**config.mk**
```make
export PLATFORM = sky130hd
export DESIGN_NAME = csv_field_tokenizer
export DESIGN_NICKNAME = d
export VERILOG_FILES = /design/src/rtl/core/csvtok_pkg.sv /design/src/rtl/core/csv_field_tokenizer.sv
export SDC_FILE = /design/constraint.sdc
export NUM_CORES = 1
export LEC_CHECK = 0
export CAP_MARGIN = 5
export CORE_MARGIN = 4
export CORE_UTILIZATION = 40
export CTS_CLUSTER_SIZE = 28
export DETAILED_ROUTE_END_ITERATION = 8
export DONT_BUFFER_PORTS = 1
export PLACE_DENSITY_LB_ADDON = 0.1
export REMOVE_ABC_BUFFERS = 1
export SETUP_SLACK_MARGIN = 0.1
export SKIP_CTS_REPAIR_TIMING = 1
export SYNTH_ARGS = -nofsm -noshare
export SYNTH_HDL_FRONTEND = slang
export SYNTH_SLANG_ARGS = --single-unit
```
**constraint.sdc**
```tcl
create_clock -name clk -period 3.7 [get_ports clk]
set_input_delay 0.185 -clock clk [delete_from_list [all_inputs] [get_ports clk]]
set_output_delay 0.185 -clock clk [all_outputs]
set_load 0.02 [all_outputs]
```
**src/rtl/core/csvtok_pkg.sv**
```systemverilog
`timescale 1ns / 1ps

package csvtok_pkg;

  // Input word: one text byte or an end-of-input mark
  typedef struct packed {
    logic [7:0] byte_value;
    logic       input_end;
  } in_word_t;

  // Result word: data byte or field/record end
  typedef struct packed {
    logic [1:0] token_kind;
    logic [7:0] data_byte;
  } out_word_t;

  // Token kinds
  localparam logic [1:0] KIND_DATA   = 2'd0;
  localparam logic [1:0] KIND_FIELD  = 2'd1;
  localparam logic [1:0] KIND_RECORD = 2'd2;

  // Fixed byte codes
  localparam logic [7:0] BYTE_NUL = 8'h00;
  localparam logic [7:0] BYTE_LF  = 8'h0A;
  localparam logic [7:0] BYTE_CR  = 8'h0D;

  // Register reset values
  localparam logic [7:0] SEPARATOR_RESET = 8'h2C;
  localparam logic [7:0] QUOTE_RESET     = 8'h22;

  // Register indexes (taken from byte address bit 2)
  localparam logic REG_SEPARATOR = 1'b0;
  localparam logic REG_QUOTE     = 1'b1;

endpackage

```
**src/rtl/core/csv_field_tokenizer.sv**
```systemverilog
`timescale 1ns / 1ps

// Path: a word accepted on the input is held in the input register, parsed,
//   and, if it makes a token, written to the result register behind out_valid.
// Throughput: one word per clock unless a result waits on out_ready; the
//   parse step is a single phase-register update between the two registers.
// Reset (rst_n low, synchronous): phase returns to record start, both
//   stages empty, separator ',' and quote '"'.
module csv_field_tokenizer (
  input  logic                    clk,
  input  logic                    rst_n,
  // input words
  input  logic                    in_valid,
  output logic                    in_ready,
  input  csvtok_pkg::in_word_t    in_data,
  // result words
  output logic                    out_valid,
  input  logic                    out_ready,
  output csvtok_pkg::out_word_t   out_data,
  // register port
  input  logic                    cfg_psel,
  input  logic                    cfg_penable,
  input  logic                    cfg_pwrite,
  input  logic [2:0]              cfg_paddr,
  input  logic [31:0]             cfg_pwdata,
  output logic [31:0]             cfg_prdata,
  output logic                    cfg_pready
);

  // Parse phases
  localparam logic [2:0] PH_RECORD_START = 3'd0;
  localparam logic [2:0] PH_FIELD_START  = 3'd1;
  localparam logic [2:0] PH_PLAIN        = 3'd2;
  localparam logic [2:0] PH_QUOTED       = 3'd3;
  localparam logic [2:0] PH_QUOTE_SEEN   = 3'd4;
  localparam logic [2:0] PH_AFTER_CLOSE  = 3'd5;
  localparam logic [2:0] PH_CR_SEEN      = 3'd6;
  localparam logic [2:0] PH_ENDED        = 3'd7;

  logic [7:0]             sep_r;
  logic [7:0]             quote_r;
  logic [2:0]             phase_r;
  logic [2:0]             phase_nxt;
  logic                   in_valid_r;
  csvtok_pkg::in_word_t   in_word_r;
  logic                   out_valid_r;
  csvtok_pkg::out_word_t  out_word_r;

  logic                   advance;
  logic                   cfg_wr;
  logic [7:0]             b;
  logic                   is_end;
  logic                   hit_quote;
  logic                   hit_sep;
  logic                   hit_lf;
  logic                   hit_cr;
  logic                   delim_hit;
  logic [1:0]             delim_kind;
  logic [2:0]             delim_phase;
  logic [2:0]             eff_phase;
  logic                   emit;
  csvtok_pkg::out_word_t  tok;

  // ---------------------------------------------------------------------
  // Register port: zero-wait APB, byte address bit 2 selects the register
  // ---------------------------------------------------------------------
  assign cfg_pready = 1'b1;
  assign cfg_wr     = cfg_psel && cfg_penable && cfg_pwrite;

  always_ff @(posedge clk) begin
    if (!rst_n) begin
      sep_r   <= csvtok_pkg::SEPARATOR_RESET;
      quote_r <= csvtok_pkg::QUOTE_RESET;
    end else if (cfg_wr) begin
      unique case (cfg_paddr[2])
        csvtok_pkg::REG_SEPARATOR: sep_r   <= cfg_pwdata[7:0];
        csvtok_pkg::REG_QUOTE:     quote_r <= cfg_pwdata[7:0];
        default:                   sep_r   <= sep_r;
      endcase
    end
  end

  always_comb begin
    cfg_prdata = 32'd0;
    unique case (cfg_paddr[2])
      csvtok_pkg::REG_SEPARATOR: cfg_prdata = {24'd0, sep_r};
      csvtok_pkg::REG_QUOTE:     cfg_prdata = {24'd0, quote_r};
      default:                   cfg_prdata = 32'd0;
    endcase
  end

  // ---------------------------------------------------------------------
  // Handshake: the held word is parsed when the result register is free
  // or is being drained this cycle. A word that makes no token still
  // advances. The input register refills in the same cycle it drains.
  // ---------------------------------------------------------------------
  assign advance  = in_valid_r && (!out_valid_r || out_ready);
  assign in_ready = !in_valid_r || advance;

  always_ff @(posedge clk) begin
    if (!rst_n) begin
      in_valid_r <= 1'b0;
    end else if (in_ready) begin
      in_valid_r <= in_valid;
    end
  end

  always_ff @(posedge clk) begin
    if (in_ready && in_valid) begin
      in_word_r <= in_data;
    end
  end

  // ---------------------------------------------------------------------
  // Byte classification. A NUL byte is end of input, and end wins over
  // every register match, so a register holding zero never matches.
  // ---------------------------------------------------------------------
  assign b         = in_word_r.byte_value;
  assign is_end    = in_word_r.input_end || (b == csvtok_pkg::BYTE_NUL);
  assign hit_quote = (b == quote_r);
  assign hit_sep   = (b == sep_r);
  assign hit_lf    = (b == csvtok_pkg::BYTE_LF);
  assign hit_cr    = (b == csvtok_pkg::BYTE_CR);

  // Separator beats LF beats CR when closing a field
  assign delim_hit   = hit_sep || hit_lf || hit_cr;
  assign delim_kind  = hit_sep ? csvtok_pkg::KIND_FIELD : csvtok_pkg::KIND_RECORD;
  assign delim_phase = hit_sep ? PH_FIELD_START :
                       hit_lf  ? PH_RECORD_START : PH_CR_SEEN;

  // After a CR, anything but LF is handled as at record start
  assign eff_phase = (phase_r == PH_CR_SEEN) ? PH_RECORD_START : phase_r;

  // ---------------------------------------------------------------------
  // Parse step
  // ---------------------------------------------------------------------
  always_comb begin
    emit           = 1'b0;
    tok.token_kind = csvtok_pkg::KIND_DATA;
    tok.data_byte  = 8'd0;
    phase_nxt      = phase_r;

    if (phase_r == PH_ENDED) begin
      // drop everything until reset
      phase_nxt = PH_ENDED;
    end else if ((phase_r == PH_CR_SEEN) && !is_end && hit_lf) begin
      // swallow the LF of a CR LF pair
      phase_nxt = PH_RECORD_START;
    end else begin
      unique case (eff_phase)
        PH_RECORD_START, PH_FIELD_START: begin
          if (is_end) begin
            // an empty last field closes only after a separator
            phase_nxt = PH_ENDED;
            if (eff_phase == PH_FIELD_START) begin
              emit           = 1'b1;
              tok.token_kind = csvtok_pkg::KIND_RECORD;
            end
          end else if (hit_quote) begin
            phase_nxt = PH_QUOTED;
          end else if (delim_hit) begin
            emit           = 1'b1;
            tok.token_kind = delim_kind;
            phase_nxt      = delim_phase;
          end else begin
            emit          = 1'b1;
            tok.data_byte = b;
            phase_nxt     = PH_PLAIN;
          end
        end
        PH_PLAIN: begin
          if (is_end) begin
            emit           = 1'b1;
            tok.token_kind = csvtok_pkg::KIND_RECORD;
            phase_nxt      = PH_ENDED;
          end else if (delim_hit) begin
            emit           = 1'b1;
            tok.token_kind = delim_kind;
            phase_nxt      = delim_phase;
          end else begin
            emit          = 1'b1;
            tok.data_byte = b;
          end
        end
        PH_QUOTED: begin
          if (is_end) begin
            emit           = 1'b1;
            tok.token_kind = csvtok_pkg::KIND_RECORD;
            phase_nxt      = PH_ENDED;
          end else if (hit_quote) begin
            phase_nxt = PH_QUOTE_SEEN;
          end else begin
            emit          = 1'b1;
            tok.data_byte = b;
          end
        end
        PH_QUOTE_SEEN, PH_AFTER_CLOSE: begin
          if (is_end) begin
            emit           = 1'b1;
            tok.token_kind = csvtok_pkg::KIND_RECORD;
            phase_nxt      = PH_ENDED;
          end else if ((eff_phase == PH_QUOTE_SEEN) && hit_quote) begin
            // doubled quote inside a quoted field
            emit          = 1'b1;
            tok.data_byte = b;
            phase_nxt     = PH_QUOTED;
          end else if (delim_hit) begin
            emit           = 1'b1;
            tok.token_kind = delim_kind;
            phase_nxt      = delim_phase;
          end else begin
            // drop bytes after the closing quote
            phase_nxt = PH_AFTER_CLOSE;
          end
        end
        default: begin
          phase_nxt = PH_ENDED;
        end
      endcase
    end
  end

  always_ff @(posedge clk) begin
    if (!rst_n) begin
      phase_r <= PH_RECORD_START;
    end else if (advance) begin
      phase_r <= phase_nxt;
    end
  end

  // ---------------------------------------------------------------------
  // Result register
  // ---------------------------------------------------------------------
  always_ff @(posedge clk) begin
    if (!rst_n) begin
      out_valid_r <= 1'b0;
    end else if (advance) begin
      out_valid_r <= emit;
    end else if (out_ready) begin
      out_valid_r <= 1'b0;
    end
  end

  always_ff @(posedge clk) begin
    if (advance && emit) begin
      out_word_r <= tok;
    end
  end

  assign out_valid = out_valid_r;
  assign out_data  = out_word_r;

  // ---------------------------------------------------------------------
  // Assertions
  // ---------------------------------------------------------------------
  // Field and record ends carry no byte
  assert property (@(posedge clk) disable iff (!rst_n)
    out_valid_r && (out_word_r.token_kind != csvtok_pkg::KIND_DATA)
      |-> (out_word_r.data_byte == 8'd0))
    else $error("end token carries a data byte");

  // Token kind never takes the unused code
  assert property (@(posedge clk) disable iff (!rst_n)
    out_valid_r |-> (out_word_r.token_kind != 2'd3))
    else $error("invalid token kind");

  // Once input has ended, no further token appears
  assert property (@(posedge clk) disable iff (!rst_n)
    (phase_r == PH_ENDED) && !out_valid_r |=> !out_valid_r)
    else $error("token after end of input");

  // A stalled result blocks a full input register
  assert property (@(posedge clk) disable iff (!rst_n)
    in_valid_r && out_valid_r && !out_ready |-> !in_ready)
    else $error("input taken while both stages are blocked");

endmodule
```
==> summary.md <==
| Metric | Value |
|---|---|
| Status | `finished, final reports clean` |
| Area of the multi-input gates | `around 1200 µm²` |
| CTS buffer count | `5` |
| Sequential power share | `between 50% and 60%` |
| Comb pwr share | `14.1%` |
| HPWL Detailed | `about 3800 µm` |
| Top cell type's share of synthesized area | `roughly a quarter` |
| M2 GR Usage | `approximately 20%` |
| Number of global-route vias before repair | `1599` |
| Synth cell types | `44` |
| Fin. Hold Viols | `0` |
| Worst min path class | `input port to register` |
| Cell Area, Synth | `roughly 2300 µm²` |
| Internal Pwr Total | `approximately 0.00067 W` |
| Routed WL per cell | `15.9 µm` |
| I/O pins | `96` |
| Worst setup EP type | `register` |
| Drt first pass iters | `5` |
| Worst-case reg-to-reg path depth | `7` |
| Final cycle utilization of the critical path | `70.4%` |
| Crit path time final | `about 2600 ps` |
| Placeable Area | `5570 µm²` |
| Leakage | `about 0.89 nW` |
| First-pass GRT wire length | `between 8000 and 9000 µm` |
| Measured slew at the worst slew-check pin | `just over 600 ps` |
| Die Y | `around 84 µm` |
| Max Fclk | `384 MHz` |
| FF-to-FF Start | `b[0]$_DFFE_PP_` |
| Post-synth top flop | `dfxtp_1` |
| DRC viols | `0` |
| Pins Over Slew Limit | `0` |
| Area contributors post-synth | `edfxtp_1, dfxtp_1, buf_4` |
| Post-Synthesis Cells | `~250` |
| Total net switching power | `about 0.00027 W` |
| CTS tree | `done` |
| H-tree Lvls | `2` |
| Worst Setup SP | `b[0]$_DFFE_PP_` |
| Later-pin clock latency in the skew report | `roughly 280 ps` |
| Area Overhead vs Synth | `5.99%` |
| Worst vdd ir | `0.000310 V` |
| Kind of critical path | `register to register` |
| Synth warn | `0` |
| Iter 0 DRT Violations | `around 150` |
| Clk slew on worst S/H paths | `80 ps` |
| Final core utilization | `between 40% and 50%` |
| Grt met1 use | `between 20% and 30%` |
| FF+latch count, synth | `40` |
| Sink Count | `40` |
| Post-synth top area cell | `edfxtp_1` |
| Clock network fraction of design power | `30.0%` |
| Pwr dens | `roughly 380 nW/µm²` |
| Req. time, crit path | `around 3700 ps` |
| Relative slew slack | `between 50% and 60%` |
| Skew final | `around 5.5 ps` |
| Total wire length | `roughly 5200 µm` |
| Via count | `1724` |
| Worst Min Path Start | `rst_n` |
| Count leader, synth | `nand2_1` |
| Gr ovfl total | `0` |
| Vias per cell | `~5.2` |
| Global routing's busiest layer | `met1` |
| Total track usage | `between 10% and 20%` |
| Seq. cell area | `between 900 and 1000 µm²` |
| RSZ-0062 raised after global routing | `no` |
| Layout cell share with drive strength beyond 1 | `10.5%` |
| Gpl congestion | `0.781` |
| Remaining antenna violation count after routing | `0` |
| Fraction of registers with async set or reset after synthesis | `0%` |
| Met3 usage | `under 10%` |
| Min-Delay Path Depth | `2` |
| IO buf count | `0` |
| CP Launch Type | `register` |
| Initial antenna violation count | `0` |
| Die Width | `~84 µm` |
| Setup TNS | `0 ps` |
| CP max FO | `10` |
| Max-cap violations | `0` |
| Die ar. | `~7100 µm²` |
| Switching part of the total | `~29%` |
| Row cnt | `27` |
| Post-synth EDFFs | `19` |
| ANT cells | `0` |
| Clock Tree Buf Depth | `2` |
| # fillers | `about 540` |
| CTS root buf | `clkbuf_8` |
| Seq/Total Area, Yosys | `between 40 and 50%` |
| Final #Nets | `between 300 and 400` |
| Largest net degree at the start of global routing | `17` |
| Initial Util | `approximately two fifths` |
| Mean Syn Cell Area | `between 9 and 10 µm²` |
| Worst path arrival time | `2590 ps` |
| Commonest cells post-synth | `nand2_1, buf_4, dfxtp_1` |
| Final setup fails | `0` |
-- critical path, stage by stage, from the launching register on --
cell,delay (ps)
edfxtp_1,540
xnor2_1,200
nand4_1,300
or2_2,430
o211ai_1,300
o21ai_1,140
nor3_1,170
buf_4,230
-- path summary, 6_finish.rpt --
kind | end | slack (ps)
setup / recovery | out_data[6]$_SDFFCE_PP0P_ | 1100
hold / removal | out_valid$_SDFFE_PN0P_ | 10
setup reg to reg | out_data[6]$_SDFFCE_PP0P_ | 1100
hold reg to reg | quote_r[2]$_SDFFE_PN0P_ | 490
-- logic make-up (layout without fill, tap and decap cells) --
| logic type | count (synthesis) | after routing | synth area share, % |
|---|---|---|---|
| xor gates and xnor gates | 16 | 16 | 6.04 |
| buffers and inverters | 39 | 23 | 10.5 |
| muxes | 8 | 8 | 3.88 |
| other | 2 | 25 | 0.324 |
| and+or+nand+nor | 100 | 100 | 23.2 |
| DFF | 40 | 40 | 42.7 |
| AOI/OAI and AO/OA | 46 | 46 | 13.3 |
-- final cells by class --
class | count | area share [%]
sequential | 40 | 40.3
tap | 72 | 3.66
clock inverter | 2 | 0.458
clock buffer | 6 | 2.95
timing repair buffer | 11 | 4.38
multi-input combinational | 195 | 47.6
inverter | 4 | 0.611
-- state kept, by name, summed over array words and instances (netlist names) --
name / count
in_word_r: 1
phase_r: 3
out_data: 10
b: 8
sep_r: 8
in_valid_r: 1
out_valid: 1
quote_r: 8
-- cell usage in the layout, fill, tap and decap left out, drive strengths merged, types with 5 or more instances in the layout --
cell type and count:
conb 25, xnor2 16, nor2 15, o211ai 5, a21oi 18, dfxtp 21
mux2 8, nor2b 11, nand3 9, nand4 7, clkbuf 6, o21ai 7
nor3 5, nand2 39, edfxtp 19, dlygate4sd3 10
-- per-stage QoR --
stage          power, W  setup slack (ps)  hold WS, ps  instances  cell area, µm²
2_1_floorplan  0.000631              1050          257        239            2180
4_1_cts        0.000945              1130        -40.9        320            2360
6_report       0.000939              1100         13.8        330            2460
5_1_grt        0.000993               982         6.11        330            2460
3_5_place_dp   0.000658              1150          264        312            2270
3_3_place_gp   0.000659              1150          262        312            2270
-- metal layers --
layer / part of all wire (%) / up-vias / wire length [µm]
li1: - / 841 / -
met1: 48 / 792 / 2520
met3: 7.9 / 8 / 416
met5: 0 / - / 0
met2: 42 / 83 / 2220
met4: 1.7 / 0 / 91
-- power by group through the flow --
stage	clock network [W]	registers (W)	logic, W
3_5_place_dp	0	0.000536	0.000123
6_report	0.000282	0.000525	0.000133
4_1_cts	0.000296	0.000525	0.000123
2_1_floorplan	0	0.000527	0.000105
3_3_place_gp	0	0.000536	0.000123
5_1_grt	0.000318	0.000529	0.000146
Power figures use the tool's default switching activity.
